===== config.mk =====
export PLATFORM = sky130hd
export DESIGN_NAME = base64url_stream_encoder_unit_flat
export DESIGN_NICKNAME = d
export VERILOG_FILES = /design/src/design/b64u_pkg.sv /design/src/design/b64u_if.sv /design/src/design/b64u_front.sv /design/src/design/b64u_queue.sv /design/src/design/b64u_back.sv /design/src/design/base64url_stream_encoder_unit.sv /design/src/flat_wrapper.sv
export SDC_FILE = /design/constraint.sdc
export NUM_CORES = 1
export LEC_CHECK = 0
export ABC_AREA = 1
export BUFFER_PORTS_ARGS = -buffer_cell sky130_fd_sc_hd__buf_2
export CORE_AREA = 8 8 99 101
export CTS_BUF_LIST = sky130_fd_sc_hd__clkbuf_2
export DETAILED_ROUTE_END_ITERATION = 6
export DIE_AREA = 0 0 107 109
export GPL_TIMING_DRIVEN = 0
export PLACE_DENSITY = 0.77
export SLEW_MARGIN = 20
export SYNTH_ARGS = -nofsm -noshare
export SYNTH_HDL_FRONTEND = slang
export SYNTH_SLANG_ARGS = --single-unit

===== constraint.sdc =====
create_clock -name clk -period 2.65 [get_ports clk]
set_input_delay 0.1325 -clock clk [delete_from_list [all_inputs] [get_ports clk]]
set_output_delay 0.1325 -clock clk [all_outputs]
set_load 0.03 [all_outputs]

===== src/design/b64u_pkg.sv =====
// ----------------------------------------------------------------------------
// b64u_pkg: shared constants, entry type and alphabet function for the base64url stream encoder
// Group entry format passed from the front end to the back end, and the
// URL-safe base64 alphabet lookup.
// ----------------------------------------------------------------------------
`default_nettype none

package b64u_pkg;

  localparam int unsigned ByteW  = 8;
  localparam int unsigned CharW  = 7;
  localparam int unsigned GroupW = 24;
  localparam int unsigned SextW  = 6;

  // One group of up to three bytes, MSB first, missing low bytes zero.
  // last_idx is the index of the final character to emit (1, 2 or 3).
  typedef struct packed {
    logic [GroupW-1:0] group;
    logic [1:0]        last_idx;
    logic              msg_last;
  } grp_entry_t;

  // Six-bit value to ASCII code of the URL-safe alphabet.
  function automatic logic [CharW-1:0] sext_to_char(input logic [SextW-1:0] v);
    logic [CharW-1:0] c;
    if (v < 6'd26) begin
      c = 7'd65 + {1'b0, v};
    end else if (v < 6'd52) begin
      c = 7'd71 + {1'b0, v};          // 'a' - 26
    end else if (v < 6'd62) begin
      c = {1'b0, v} - 7'd4;           // '0' - 52
    end else if (v == 6'd62) begin
      c = 7'd45;                      // '-'
    end else begin
      c = 7'd95;                      // '_'
    end
    return c;
  endfunction

endpackage

`default_nettype wire


===== src/design/b64u_if.sv =====
// ----------------------------------------------------------------------------
// b64u_byte_if / b64u_char_if: valid/ready channels of the encoder
// Raw byte channel in, encoded character channel out.
// ----------------------------------------------------------------------------
`default_nettype none

interface b64u_byte_if;
  logic       valid;
  logic       ready;
  logic [7:0] data_byte;
  logic       in_last;

  modport source (output valid, output data_byte, output in_last, input ready);
  modport sink   (input valid, input data_byte, input in_last, output ready);
endinterface

interface b64u_char_if;
  logic       valid;
  logic       ready;
  logic [6:0] out_char;
  logic       out_last;

  modport source (output valid, output out_char, output out_last, input ready);
  modport sink   (input valid, input out_char, input out_last, output ready);
endinterface

`default_nettype wire


===== src/design/b64u_front.sv =====
// ----------------------------------------------------------------------------
// b64u_front: byte gatherer
// Collects bytes into 24-bit groups and pushes one entry per full group or
// per final partial group.
// ----------------------------------------------------------------------------
`default_nettype none

module b64u_front (
  input  wire logic                   clk,
  input  wire logic                   rst,
  b64u_byte_if.sink                   byte_in,
  output b64u_pkg::grp_entry_t        push_data,
  output logic                        push_valid,
  input  wire logic                   push_ready
);
  import b64u_pkg::*;

  logic [15:0] held_bytes;
  logic [1:0]  held_count;
  logic        need_push;
  logic        accept;

  // A count of three never occurs; treat it like two.
  assign need_push = held_count[1] | byte_in.in_last;
  assign byte_in.ready = push_ready;
  assign accept = byte_in.valid & push_ready;
  assign push_valid = byte_in.valid & need_push;

  always_comb begin
    push_data.msg_last = byte_in.in_last;
    if (held_count[1]) begin
      push_data.group    = {held_bytes, byte_in.data_byte};
      push_data.last_idx = 2'd3;
    end else if (held_count[0]) begin
      push_data.group    = {held_bytes[7:0], byte_in.data_byte, 8'h00};
      push_data.last_idx = 2'd2;
    end else begin
      push_data.group    = {byte_in.data_byte, 16'h0000};
      push_data.last_idx = 2'd1;
    end
  end

  always_ff @(posedge clk) begin
    if (rst) begin
      held_bytes <= '0;
      held_count <= '0;
    end else if (accept) begin
      if (need_push) begin
        held_bytes <= '0;
        held_count <= '0;
      end else begin
        held_bytes <= {held_bytes[7:0], byte_in.data_byte};
        held_count <= held_count + 2'd1;
      end
    end
  end

endmodule

`default_nettype wire


===== src/design/b64u_queue.sv =====
// ----------------------------------------------------------------------------
// b64u_queue: small group queue
// Circular buffer of group entries between the front and back ends.
// ----------------------------------------------------------------------------
`default_nettype none

module b64u_queue #(
  parameter int unsigned DEPTH = 2
) (
  input  wire logic                   clk,
  input  wire logic                   rst,
  input  wire b64u_pkg::grp_entry_t   push_data,
  input  wire logic                   push_valid,
  output logic                        push_ready,
  output b64u_pkg::grp_entry_t        pop_data,
  output logic                        pop_valid,
  input  wire logic                   pop_ready
);
  import b64u_pkg::*;

  localparam int unsigned PtrW = (DEPTH > 1) ? $clog2(DEPTH) : 1;
  localparam int unsigned CntW = $clog2(DEPTH + 1);
  localparam logic [PtrW-1:0] LastPtr = PtrW'(DEPTH - 1);
  localparam logic [CntW-1:0] Full    = CntW'(DEPTH);

  grp_entry_t      slots [DEPTH];
  logic [PtrW-1:0] wr_ptr;
  logic [PtrW-1:0] rd_ptr;
  logic [CntW-1:0] fill;
  logic            do_push;
  logic            do_pop;

  assign push_ready = (fill != Full);
  assign pop_valid  = (fill != '0);
  assign pop_data   = slots[rd_ptr];
  assign do_push    = push_valid & push_ready;
  assign do_pop     = pop_valid & pop_ready;

  always_ff @(posedge clk) begin
    if (do_push) begin
      slots[wr_ptr] <= push_data;
    end
  end

  always_ff @(posedge clk) begin
    if (rst) begin
      wr_ptr <= '0;
      rd_ptr <= '0;
      fill   <= '0;
    end else begin
      if (do_push) begin
        wr_ptr <= (wr_ptr == LastPtr) ? '0 : wr_ptr + PtrW'(1);
      end
      if (do_pop) begin
        rd_ptr <= (rd_ptr == LastPtr) ? '0 : rd_ptr + PtrW'(1);
      end
      if (do_push && !do_pop) begin
        fill <= fill + CntW'(1);
      end else if (do_pop && !do_push) begin
        fill <= fill - CntW'(1);
      end
    end
  end

endmodule

`default_nettype wire


===== src/design/b64u_back.sv =====
// ----------------------------------------------------------------------------
// b64u_back: character emitter
// Splits each group into six-bit values, maps them to the alphabet and
// drives one character per beat through an output register.
// ----------------------------------------------------------------------------
`default_nettype none

module b64u_back (
  input  wire logic                   clk,
  input  wire logic                   rst,
  input  wire b64u_pkg::grp_entry_t   pop_data,
  input  wire logic                   pop_valid,
  output logic                        pop_ready,
  b64u_char_if.source                 char_out
);
  import b64u_pkg::*;

  logic             cur_valid;
  grp_entry_t       cur;
  logic [1:0]       cur_idx;
  logic             o_valid;
  logic [CharW-1:0] o_char;
  logic             o_last;
  logic             advance;
  logic             at_end;
  logic [SextW-1:0] sext;

  assign advance   = cur_valid & (~o_valid | char_out.ready);
  assign at_end    = (cur_idx == cur.last_idx);
  assign pop_ready = ~cur_valid | (advance & at_end);

  always_comb begin
    unique case (cur_idx)
      2'd0:    sext = cur.group[23:18];
      2'd1:    sext = cur.group[17:12];
      2'd2:    sext = cur.group[11:6];
      default: sext = cur.group[5:0];
    endcase
  end

  assign char_out.valid    = o_valid;
  assign char_out.out_char = o_char;
  assign char_out.out_last = o_last;

  always_ff @(posedge clk) begin
    if (pop_valid && pop_ready) begin
      cur <= pop_data;
    end
    if (advance) begin
      o_char <= sext_to_char(sext);
      o_last <= at_end & cur.msg_last;
    end
  end

  always_ff @(posedge clk) begin
    if (rst) begin
      cur_valid <= 1'b0;
      cur_idx   <= '0;
      o_valid   <= 1'b0;
    end else begin
      if (pop_ready) begin
        cur_valid <= pop_valid;
        cur_idx   <= '0;
      end else if (advance) begin
        cur_idx <= cur_idx + 2'd1;
      end
      if (advance) begin
        o_valid <= 1'b1;
      end else if (char_out.ready) begin
        o_valid <= 1'b0;
      end
    end
  end

endmodule

`default_nettype wire


===== src/design/base64url_stream_encoder_unit.sv =====
// ----------------------------------------------------------------------------
// base64url_stream_encoder_unit: unpadded base64url stream encoder
// Raw bytes in, URL-safe base64 characters out, last mark carried through.
// ----------------------------------------------------------------------------
//
//   channel   dir   beat contents             notes
//   byte_in   in    data_byte[7:0], in_last   one raw byte per beat
//   char_out  out   out_char[6:0], out_last   one character per beat
//
// Output: a full group of three bytes leaves the port as four characters,
// paced by the single-character output register, which can load the next
// character while the current one is being taken.
// Reset: rst is synchronous, active high; clears held bytes, queue and
// output valid.
// Stalls: byte_in.ready drops whenever the group queue is full, whether or
// not the beat would push a group; char_out.ready low stalls the back end,
// and the front end only once the queue has filled.
// ----------------------------------------------------------------------------
`default_nettype none

module base64url_stream_encoder_unit #(
  parameter int unsigned QUEUE_DEPTH = 2   // group entries between front and back
) (
  input  wire logic    clk,
  input  wire logic    rst,
  b64u_byte_if.sink    byte_in,
  b64u_char_if.source  char_out
);
  import b64u_pkg::*;

  // Front end -> queue
  grp_entry_t push_data;
  logic       push_valid;
  logic       push_ready;

  // Queue -> back end
  grp_entry_t pop_data;
  logic       pop_valid;
  logic       pop_ready;

  // Gathers bytes, builds a group entry on the third byte or the final one.
  b64u_front u_front (
    .clk        (clk),
    .rst        (rst),
    .byte_in    (byte_in),
    .push_data  (push_data),
    .push_valid (push_valid),
    .push_ready (push_ready)
  );

  // Decouples byte intake from character output.
  b64u_queue #(
    .DEPTH (QUEUE_DEPTH)
  ) u_queue (
    .clk        (clk),
    .rst        (rst),
    .push_data  (push_data),
    .push_valid (push_valid),
    .push_ready (push_ready),
    .pop_data   (pop_data),
    .pop_valid  (pop_valid),
    .pop_ready  (pop_ready)
  );

  // Emits two, three or four characters per entry; pops the next entry on
  // the same beat as the final character so groups stream without gaps.
  b64u_back u_back (
    .clk       (clk),
    .rst       (rst),
    .pop_data  (pop_data),
    .pop_valid (pop_valid),
    .pop_ready (pop_ready),
    .char_out  (char_out)
  );

endmodule

`default_nettype wire

===== src/flat_wrapper.sv =====
// flat-port wrapper written by rule: the top's interface ports become plain ports
module base64url_stream_encoder_unit_flat import b64u_pkg::*;
#(
  parameter int unsigned QUEUE_DEPTH = 2                                          
)
  (clk, rst, byte_in_valid, byte_in_data_byte, byte_in_in_last, byte_in_ready, char_out_valid, char_out_out_char, char_out_out_last, char_out_ready);
  b64u_byte_if byte_in_i ();
  b64u_char_if char_out_i ();
  input  wire logic clk;
  input  wire logic rst;
  input wire logic [$bits(byte_in_i.valid)-1:0] byte_in_valid;
  input wire logic [$bits(byte_in_i.data_byte)-1:0] byte_in_data_byte;
  input wire logic [$bits(byte_in_i.in_last)-1:0] byte_in_in_last;
  output wire logic [$bits(byte_in_i.ready)-1:0] byte_in_ready;
  output wire logic [$bits(char_out_i.valid)-1:0] char_out_valid;
  output wire logic [$bits(char_out_i.out_char)-1:0] char_out_out_char;
  output wire logic [$bits(char_out_i.out_last)-1:0] char_out_out_last;
  input wire logic [$bits(char_out_i.ready)-1:0] char_out_ready;
  assign byte_in_i.valid = byte_in_valid;
  assign byte_in_i.data_byte = byte_in_data_byte;
  assign byte_in_i.in_last = byte_in_in_last;
  assign byte_in_ready = byte_in_i.ready;
  assign char_out_valid = char_out_i.valid;
  assign char_out_out_char = char_out_i.out_char;
  assign char_out_out_last = char_out_i.out_last;
  assign char_out_i.ready = char_out_ready;
  base64url_stream_encoder_unit #(.QUEUE_DEPTH(QUEUE_DEPTH)) u_core (.clk(clk), .rst(rst), .byte_in(byte_in_i), .char_out(char_out_i));
endmodule

Yosys cells after proc, flatten, opt, wreduce, memory -nomap -nowiden
Memory sizes are Yosys's and may differ from the RTL's. A register that Yosys moved wholly into a read port is not among the register bits.
Cells that the tools add are included.
{ "word_totals": {"inputBits": 13, "register_bits": 34, "out_inout_bits": 10, "memories": 1, "ram_bits": 54, "wordCells": 67} }
{ "op_classes": {"reduce_logical": 10, "add_sub_neg": 9, "eq_ne": 5, "mux": 17, "n_lt_le_gt_ge": 3, "bitwise_logic": 12} }
{ "mem_list": {"columns": ["memory", "words", "width", "rd", "rd_ports_with_merged_regs", "wr", "line", "rtl"], "rows": [
  ["u_core.u_queue.slots", 2, 27, 1, 1, 1, "b64u_queue.sv:26", "grp_entry_t slots [DEPTH];"]
]} }
{ "ops": {"columns": ["op", "count"], "rows": [
  ["$mux W26", 2],
  ["$mux W7", 4],
  ["$pmux W6 S3", 1],
  ["$mux W16", 1],
  ["$add A7 B6 Y7 const A", 2],
  ["$lt A6 B6 Y1 const B", 2],
  ["$and A1 B1 Y1", 7],
  ["$sub A6 B3 Y7 const B", 1],
  ["$add A2 B1 Y2 const B", 3],
  ["$eq A6 B6 Y1 const B", 1],
  ["$lt A6 B5 Y1 const B", 1],
  ["$mux W1", 6],
  ["$mux W2", 3],
  ["$reduce_bool A2 Y1", 3],
  ["$logic_and A1 B1 Y1", 3],
  ["$or A1 B1 Y1", 3],
  ["$add A1 B1 Y1 const B", 2],
  ["$eq A2 B1 Y1 const B", 1],
  ["$eq A2 B2 Y1", 1],
  ["$eq A2 B2 Y1 const B", 1],
  ["$logic_not A1 Y1", 2],
  ["$logic_not A2 Y1", 1],
  ["$ne A2 B2 Y1 const B", 1],
  ["$not A1 Y1", 2],
  ["2 further kinds", 2]
]} }

Logic depth before layout (Yosys ltp)
Gate-level depths: netlist (run 1).
{ "logic_depth": {"word_depth": 9, "mapped_depth": 14, "depth_no_buf": 14} }

Hierarchy
A second synthesis (run 1) with hierarchy kept.
{ "hier_totals": {"cells_unflattened": 479, "hier_area_um2": 5386.4} }
{ "by_module_without_submodules": {"columns": ["module", "n_inst", "area_per_inst_um2", "cells_each", "seq_area_each_um2"], "rows": [
  ["b64u_queue", 1, 2290.9, 121, 1721.7],
  ["b64u_back", 1, 1920.6, 190, 1131.1],
  ["b64u_front", 1, 1174.9, 168, 360.3]
]} }

Worst setup path after synthesis (run 1)
Ideal clock, no wire load.
{ "synth_path": {"path_type": "register -> register", "from": "register u_core.u_queue.fill[0]", "to": "memory u_core.u_queue.slots[1][0] in the netlist's numbering, enable pin", "synth_period_minus_slack_ps": 2662, "path_buffers": 0, "arrival_time_ps": 2250, "setup_slack_ps": -12, "setup_ps": 412, "required_ps": 2238, "stages_incl_launch_ff": 7, "cell_sequence": "dfxtp_1 > inv_1 > nand2_1 > nand2_1 > nor2_1 > inv_1 > nor2_1"} }
{ "synth_between": {"elab_chain_len": 4} }
{ "synth_lines": {"columns": ["element", "line", "rtl"], "rows": [
  ["start: declaration", "b64u_queue.sv:29", "logic [CntW-1:0] fill;"],
  ["start signal: assignment", "b64u_queue.sv:58", "fill <= fill + CntW'(1);"],
  ["start signal: assignment", "b64u_queue.sv:60", "fill <= fill - CntW'(1);"],
  ["$ne A2 B2 Y1", "b64u_queue.sv:33", "assign push_ready = (fill != Full);"],
  ["via byte_in_ready", "flat_wrapper.sv:14", "output wire logic [$bits(byte_in_i.ready)-1:0] byte_in_ready;"],
  ["$and A1 B1 Y1", "b64u_queue.sv:36", "assign do_push = push_valid & push_ready;"],
  ["via u_core.u_queue.do_push", "b64u_queue.sv:30", "logic do_push;"],
  ["$mux W1", "b64u_queue.sv:40", "if (do_push) begin"],
  ["$mux W1 (implied by the code)", "b64u_queue.sv:41", "slots[wr_ptr] <= push_data;"],
  ["end: declaration", "b64u_queue.sv:26", null]
]} }
The timed path passes the listed nets, and every way through them passes these cells.

Worst setup path after layout (run 1)
{ "layout_path": {"from": "register u_core.u_back.cur_idx[0]", "to": "register u_core.u_queue.fill[1]"} }
{ "layout_between": {"elab_chain_len": 7, "word_cells_on_any_way": 9, "cone_classes": "1 x eq/ne; 1 x mux; 3 x bitwise; 4 x reduce/logical"} }
{ "layout_lines": {"columns": ["element", "line", "rtl"], "rows": [
  ["start: declaration", "b64u_back.sv:20", "logic [1:0] cur_idx;"],
  ["start signal: assignment", "b64u_back.sv:65", "cur_idx <= cur_idx + 2'd1;"],
  ["$eq A2 B2 Y1 *", "b64u_back.sv:29", "assign at_end = (cur_idx == cur.last_idx);"],
  ["$and A1 B1 Y1 *", "b64u_back.sv:30", "assign pop_ready = ~cur_valid | (advance & at_end);"],
  ["$or A1 B1 Y1 *", "b64u_back.sv:30", null],
  ["$and A1 B1 Y1 *", "b64u_queue.sv:37", "assign do_pop = pop_valid & pop_ready;"],
  ["$logic_not A1 Y1", "b64u_queue.sv:57", "if (do_push && !do_pop) begin"],
  ["$logic_and A1 B1 Y1", "b64u_queue.sv:57", null],
  ["$mux W2 or $reduce_bool A2 Y1 (tied branches)", null, null]
]} }
Every way passes the cells marked *; elsewhere a longest branch is shown, timed or not.
A chain may end at the register's enable or synchronous reset.

==> results of run 1 <==
[power groups by stage]
| stage | logic, mW | clock network [mW] | registers [mW] |
|---|---|---|---|
| finish | 1.99 | 1.12 | 2.72 |
| global route | 2.24 | 1.22 | 2.76 |
| CTS | 1.99 | 1.14 | 2.73 |
| detailed placement | 1.97 | 0 | 2.77 |
| global placement | 1.91 | 0 | 2.76 |
| floorplan | 1.35 | 0 | 2.84 |
[worst max-delay path by stage]
stage,start,endpoint,slack (ns),depth (start not counted)
global route,u_core.u_back.cur_idx[0],u_core.u_queue.fill[1],0.06,9
global placement,u_core.u_queue.fill[0],u_core.u_queue.slots[0][15],-0.39,6
floorplan,u_core.u_queue.fill[0],u_core.u_queue.slots[0][0],0.007,6
finish,u_core.u_back.cur_idx[0],u_core.u_queue.fill[1],0.28,9
detailed placement,u_core.u_back.cur_idx[0],u_core.u_back.cur[21],0.17,5
CTS,u_core.u_back.cur_idx[0],u_core.u_back.cur[21],0.11,5
[flip-flops by register name, indices dropped and copies added, names as in the netlist]
| register | flops |
|---|---|
| u_core.u_queue.slots | 54 |
| u_core.u_back.cur | 27 |
| u_core.u_front.held_bytes | 16 |
| u_core.u_back.char_out.out_char | 7 |
| u_core.u_back.cur_idx | 2 |
| u_core.u_front.held_count | 2 |
| u_core.u_queue.fill | 2 |
| u_core.u_back.char_out.out_last | 1 |
| u_core.u_back.char_out.valid | 1 |
| u_core.u_back.cur_valid | 1 |
| u_core.u_queue.rd_ptr | 1 |
| u_core.u_queue.wr_ptr | 1 |
[repair_timing]
item                                   4_1_cts  5_1_grt
endpoints found under the hold margin       70        0
gates resized for setup                      0        1
setup endpoints to repair                    0       28
hold buffers                                13        0
[layout make-up]
class | count | area, um^2
plain buffers | 18 | 77.6
clock buffers | 17 | 85.1
clock inverters | 15 | 160
fillers | 635 | 2700
inverters | 40 | 154
multi-input cells | 345 | 1640
flip-flops and latches | 115 | 3190
well taps | 108 | 135
repair buffers | 35 | 240
[cells in the final DEF, fill, tap and decap left out, types with 2 or more instances in the layout]
cell / count
clkinv_2: 3
nor2_2: 4
inv_1: 36
nand2_2: 2
ha_1: 9
nor2_4: 2
clkbuf_1: 14
dfxtp_1: 26
dlygate4sd3_1: 13
nand2_1: 189
o21ai_4: 2
or2_2: 3
inv_2: 2
nor2_1: 31
buf_2: 24
nand3_1: 31
o21ai_0: 12
a22oi_1: 3
clkinvlp_4: 3
edfxtp_1: 89
inv_6: 2
o21bai_1: 2
clkbuf_2: 17
bufinv_16: 2
clkinv_4: 6
a211oi_1: 5
a21oi_1: 40
xnor2_1: 2
[kinds of logic (layout without fill, tap and decap cells)]
group	after synthesis	after routing	share of synthesized area [%]
AO/OA/AOI/OAI	67	67	8.09
flip-flops	115	115	63.3
adder cells (fa/ha/maj)	9	9	2.23
XOR/XNOR	3	3	0.521
AND/OR/NAND/NOR	266	266	21.3
buffers and inverters	58	125	4.51
[per-layer routing]
layer	vias up	routed length (um)	global-route usage (%)
met5	-	0	0
met4	0	162	8.54
met3	12	371	4.43
met2	77	5280	33.7
met1	1691	3980	18.5
li1	1838	-	-
[critical path: stages, from the launching register on]
cell and delay [ns]:
dfxtp_1 0.48, xnor2_1 0.16, nand2_1 0.12, o21ai_0 0.29, o21ai_0 0.34, ha_1 0.41
a21oi_1 0.13, o21ai_0 0.11, o21ai_0 0.17, a21oi_1 0.05
[through the flow]
step / TNS, ns / area [um^2] / util [%] / power (mW) / std cells
final: 0 / 5680 / 67.8 / 5.83 / 693
after global routing: 0 / 5680 / 67.8 / 6.22 / 693
after CTS: 0 / 5680 / 67.8 / 5.86 / 693
after detailed placement: 0 / 5300 / 63.3 / 4.74 / 648
after global placement: -10.56 / 5290 / 63.1 / 4.66 / 648
after floorplan: 0 / 5050 / - / 4.19 / 518
==> results.toml, run 1 <==
[route]
via_per_inst = 5.22
drc = 0
ant_nets = 0
wl_um = 9790
drt-initial-drc-count = 170
drt-wirelength-per-cell_um = 14.1
via_count = 3618
drt-pass1-iter-count = 4

[outcome]
outcome = "finished clean"

[synthesis]
ys.flop_type = "edfxtp_1"
synth_edf_count = 89
synth_top_cell_by_area = "edfxtp_1"
synth_most_common_cell = "nand2_1"
synth_nets = 540
synthDominantCellAreaShare_pct = 53.0
syn_inst = 518
synthArstFlopShare_pct = 0
synth_cell_types = 31
synth_common_cells = "nand2_1 (189), edfxtp_1 (89), a21oi_1 (40)"
ys_warn_count = 0
yosys-top-cells-area = "edfxtp_1 (53%), nand2_1 (14%), dfxtp_1 (10%)"
ys_seq_area_share_pct = 63.3
ys_ff_latch = 115
syn_area_per_cell_um2 = 9.74
netlist_area_um2 = 5040

[setup_path]
critPathCaptureType = "flip-flop"
r2r_start = "u_core.u_back.cur_idx[0]"
r2r_slack_ns = 0.28
r2r_end = "u_core.u_queue.fill[1]"
cp_data_required_time_ns = 3.17
critPathKind = "flip-flop to flip-flop"
critical_path.startpoint_type = "flip-flop"
worstPathArrival_ns = 2.90
cp_max_fo = 5
reg2reg_depth = 9

[floorplan]
die_w_um = 107
core_um2 = 8380
die-area_um2 = 11700
io_pins = 23
start_util_pct = 60.2
fp.dieH_um = 109
row_count = 34

[power]
seqPwrFrac_pct = 46.7
p_int_mw = 3.59
combPwrFrac_pct = 34.1
swShare_pct = 38.3
power.density_nw_per_um2 = 1030
leakage_nw = 2.37
power.switching_mw = 2.23
max-vdd-ir-drop_mv = 0.595
clkPwrFrac_pct = 19.2

[sta]
min_period_ns = 2.37
period_share_pct = 89.6
setup_viol = 0
skew_ns = 0.0284
worst_pin_slew_ns = 0.809
hold_violations = 0
drv_slew = 0
rsz0062_at_grt = "no"
hold_slack_ns = 0.305
max_freq_ghz = 0.421
setup_ws_ns = 0.276
slew_headroom_pct = 45.9

[global_routing]
antenna_found_initial = 0
grt_pass1_vias = 3679
overflow = 0
grt_first_pass_wirelength_um = 16500
grt.total_usage_pct = 18.0
grt_start_max_net_pins = 29

[clock_tree]
cts_num_sinks = 115
htree_levels = 4
clk_transition_reported_paths_ns = 0.19
postCtsSetupRepairBufs = 0
insertion_delay_ns = 0.63
cts_root_buffer = "clkbuf_2"
numCtsBuffers = 17
tritoncts = "built"
clk_path_buf_depth = 2

[run]
cap_violations = 0

[layout]
areaGrowthSynthToFinish_pct = 12.7
drive_above_1_share_pct = 13.2
antenna_cells = 0
layout.nets = 594

[hold_path]
min-delay-start = "byte_in_in_last"
whs_endpoint = "u_core.u_queue.slots[0][0]"
hp-class = "input port to flip-flop"
holdPathStages = 2

[placement]
place_ws_ns = 0.175
port_buffers = 22
dp_hpwl_um = 7180
gp_congestion = 0.853
Power figures use the tool's default switching activity.
==> run 2: changes to the inputs <==
CORE_AREA = 8 8 85 117   (was 8 8 99 101)
DIE_AREA = 0 0 93 125   (was 0 0 107 109)
==> results.toml, run 2 (synthesis results as in run 1) <==
[layout]
layout_commonest_cell = "nand2_1"
areaGrowthSynthToFinish_pct = 11.3
antenna_cells = 0
reg_top3 = "u_core.u_queue.slots x54, u_core.u_back.cur x27, u_core.u_front.held_bytes x16"
largest_register_ffs = 54
regMostFlops = "u_core.u_queue.slots"
fin_area_um2 = 5610
final_cell_mix = "nand2_1 (189), edfxtp_1 (89), a21oi_1 (40), inv_1 (37)"
drive_above_1_share_pct = 12.5
layout.nets = 594

[route]
ant_nets = 0
via_count = 3606
drt-initial-drc-count = 249
via_per_inst = 5.23
drt-pass1-iter-count = 5
drt-wirelength-per-cell_um = 14.4
wl_um = 9910
drc = 0

[run]
cap_violations = 0

[setup_path]
worstPathArrival_ns = 2.68
cp_data_required_time_ns = 2.89
critical_path.startpoint_type = "flip-flop"
critPathKind = "flip-flop to flip-flop"
critPathCaptureType = "flip-flop"
cp_max_fo = 28
cp-startpoint = "u_core.u_back.cur_idx[1]"
r2r_start = "u_core.u_back.cur_idx[1]"

[power]
leakage_nw = 2.36
max-vdd-ir-drop_mv = 0.533
power.density_nw_per_um2 = 1000

[sta]
skew_ns = 0.0312
rsz0062_at_grt = "no"
hold_slack_ns = 0.276
worst_pin_slew_ns = 0.925
slew_headroom_pct = 38.2
hold_violations = 0
drv_slew = 0
max_freq_ghz = 0.411
finalSetupTns_ns = 0
min_period_ns = 2.43
period_share_pct = 91.8
setup_viol = 0
setup_ws_ns = 0.217

[global_routing]
grt_first_pass_wirelength_um = 16400
grt_pass1_vias = 3598
antenna_found_initial = 0
grtUsageMet1_pct = 16.3
overflow = 0
grt_busiest_layer = "met2"
grt.total_usage_pct = 18.3
grtUsageMet3_pct = 5.57
grt_start_max_net_pins = 29
grtUsageMet2_pct = 33.7

[clock_tree]
cts_num_sinks = 115
postCtsSetupRepairBufs = 0
clk_transition_reported_paths_ns = 0.15
tritoncts = "built"
insertion_delay_ns = 0.63
cts_root_buffer = "clkbuf_2"
htree_levels = 4
clk_path_buf_depth = 2
numCtsBuffers = 17

[placement]
gp_congestion = 0.872
place_ws_ns = 0.250
port_buffers = 22
dp_hpwl_um = 7320
placement.cell_area_um2 = 5300

[floorplan]
row_count = 40
core_um2 = 8310
die_w_um = 93
io_pins = 23
start_util_pct = 60.7
fp.dieH_um = 125
die-area_um2 = 11600

[hold_path]
min-delay-start = "byte_in_in_last"
hp-class = "input port to flip-flop"

[outcome]
outcome = "finished clean"
run 2: cell count changes in the layout (fill, tap and decap cells not counted), sizes merged:
cell and delta:
clkinvlp -2, inv -1, bufinv -1, clkbuf +6
clkinv -2
run 2: final timing paths:
kind                                                 endpoint  slack, ns  depth (start not counted)
worst max-delay path                    u_core.u_back.cur[13]       0.22                          5
worst min-delay path               u_core.u_queue.slots[1][0]       0.28                          2
worst max register to register          u_core.u_back.cur[13]       0.22                          5
worst min register to register  u_core.u_front.held_bytes[11]       0.48                          2
run 2: where the power goes:
group	internal, mW	switching (mW)
sequential	2.58	0.149
clock	0.345	0.575
combinational	0.572	1.40
total	3.50	2.13
run 2: repair_timing:
item	CTS	global route
hold buffers	13	0
hold endpoints to repair	69	0
resized for setup	0	0
run 2: cell type report:
type | instances | area [um^2]
fillers | 655 | 2690
multi-input cells | 345 | 1640
flip-flops and latches | 115 | 3190
plain buffers | 18 | 77.6
clock inverters | 9 | 68.8
well taps | 105 | 131
clock buffers | 23 | 115
inverters | 40 | 150
repair buffers | 35 | 240
run 2: metal layers:
layer | vias up | routed length (um)
li1 | 1834 | -
met1 | 1653 | 3600
met2 | 89 | 5590
met3 | 30 | 365
met4 | 0 | 357
met5 | - | 0
run 2: critical path, cell delays in order (launching register included):
cell and delay, ns:
dfxtp_1 0.47, xnor2_1 0.14, nand2_1 0.08, o21ai_0 0.32, o21ai_0 0.29, inv_1 0.75
run 2: metrics by stage:
stage               power [mW]  utilization (%)  cells
floorplan                 4.19                -    518
CTS                       5.66             67.6    690
finish                    5.62             67.6    690
global placement          4.67             63.6    645
detailed placement        4.74             63.8    645
global route              6.03             67.6    690
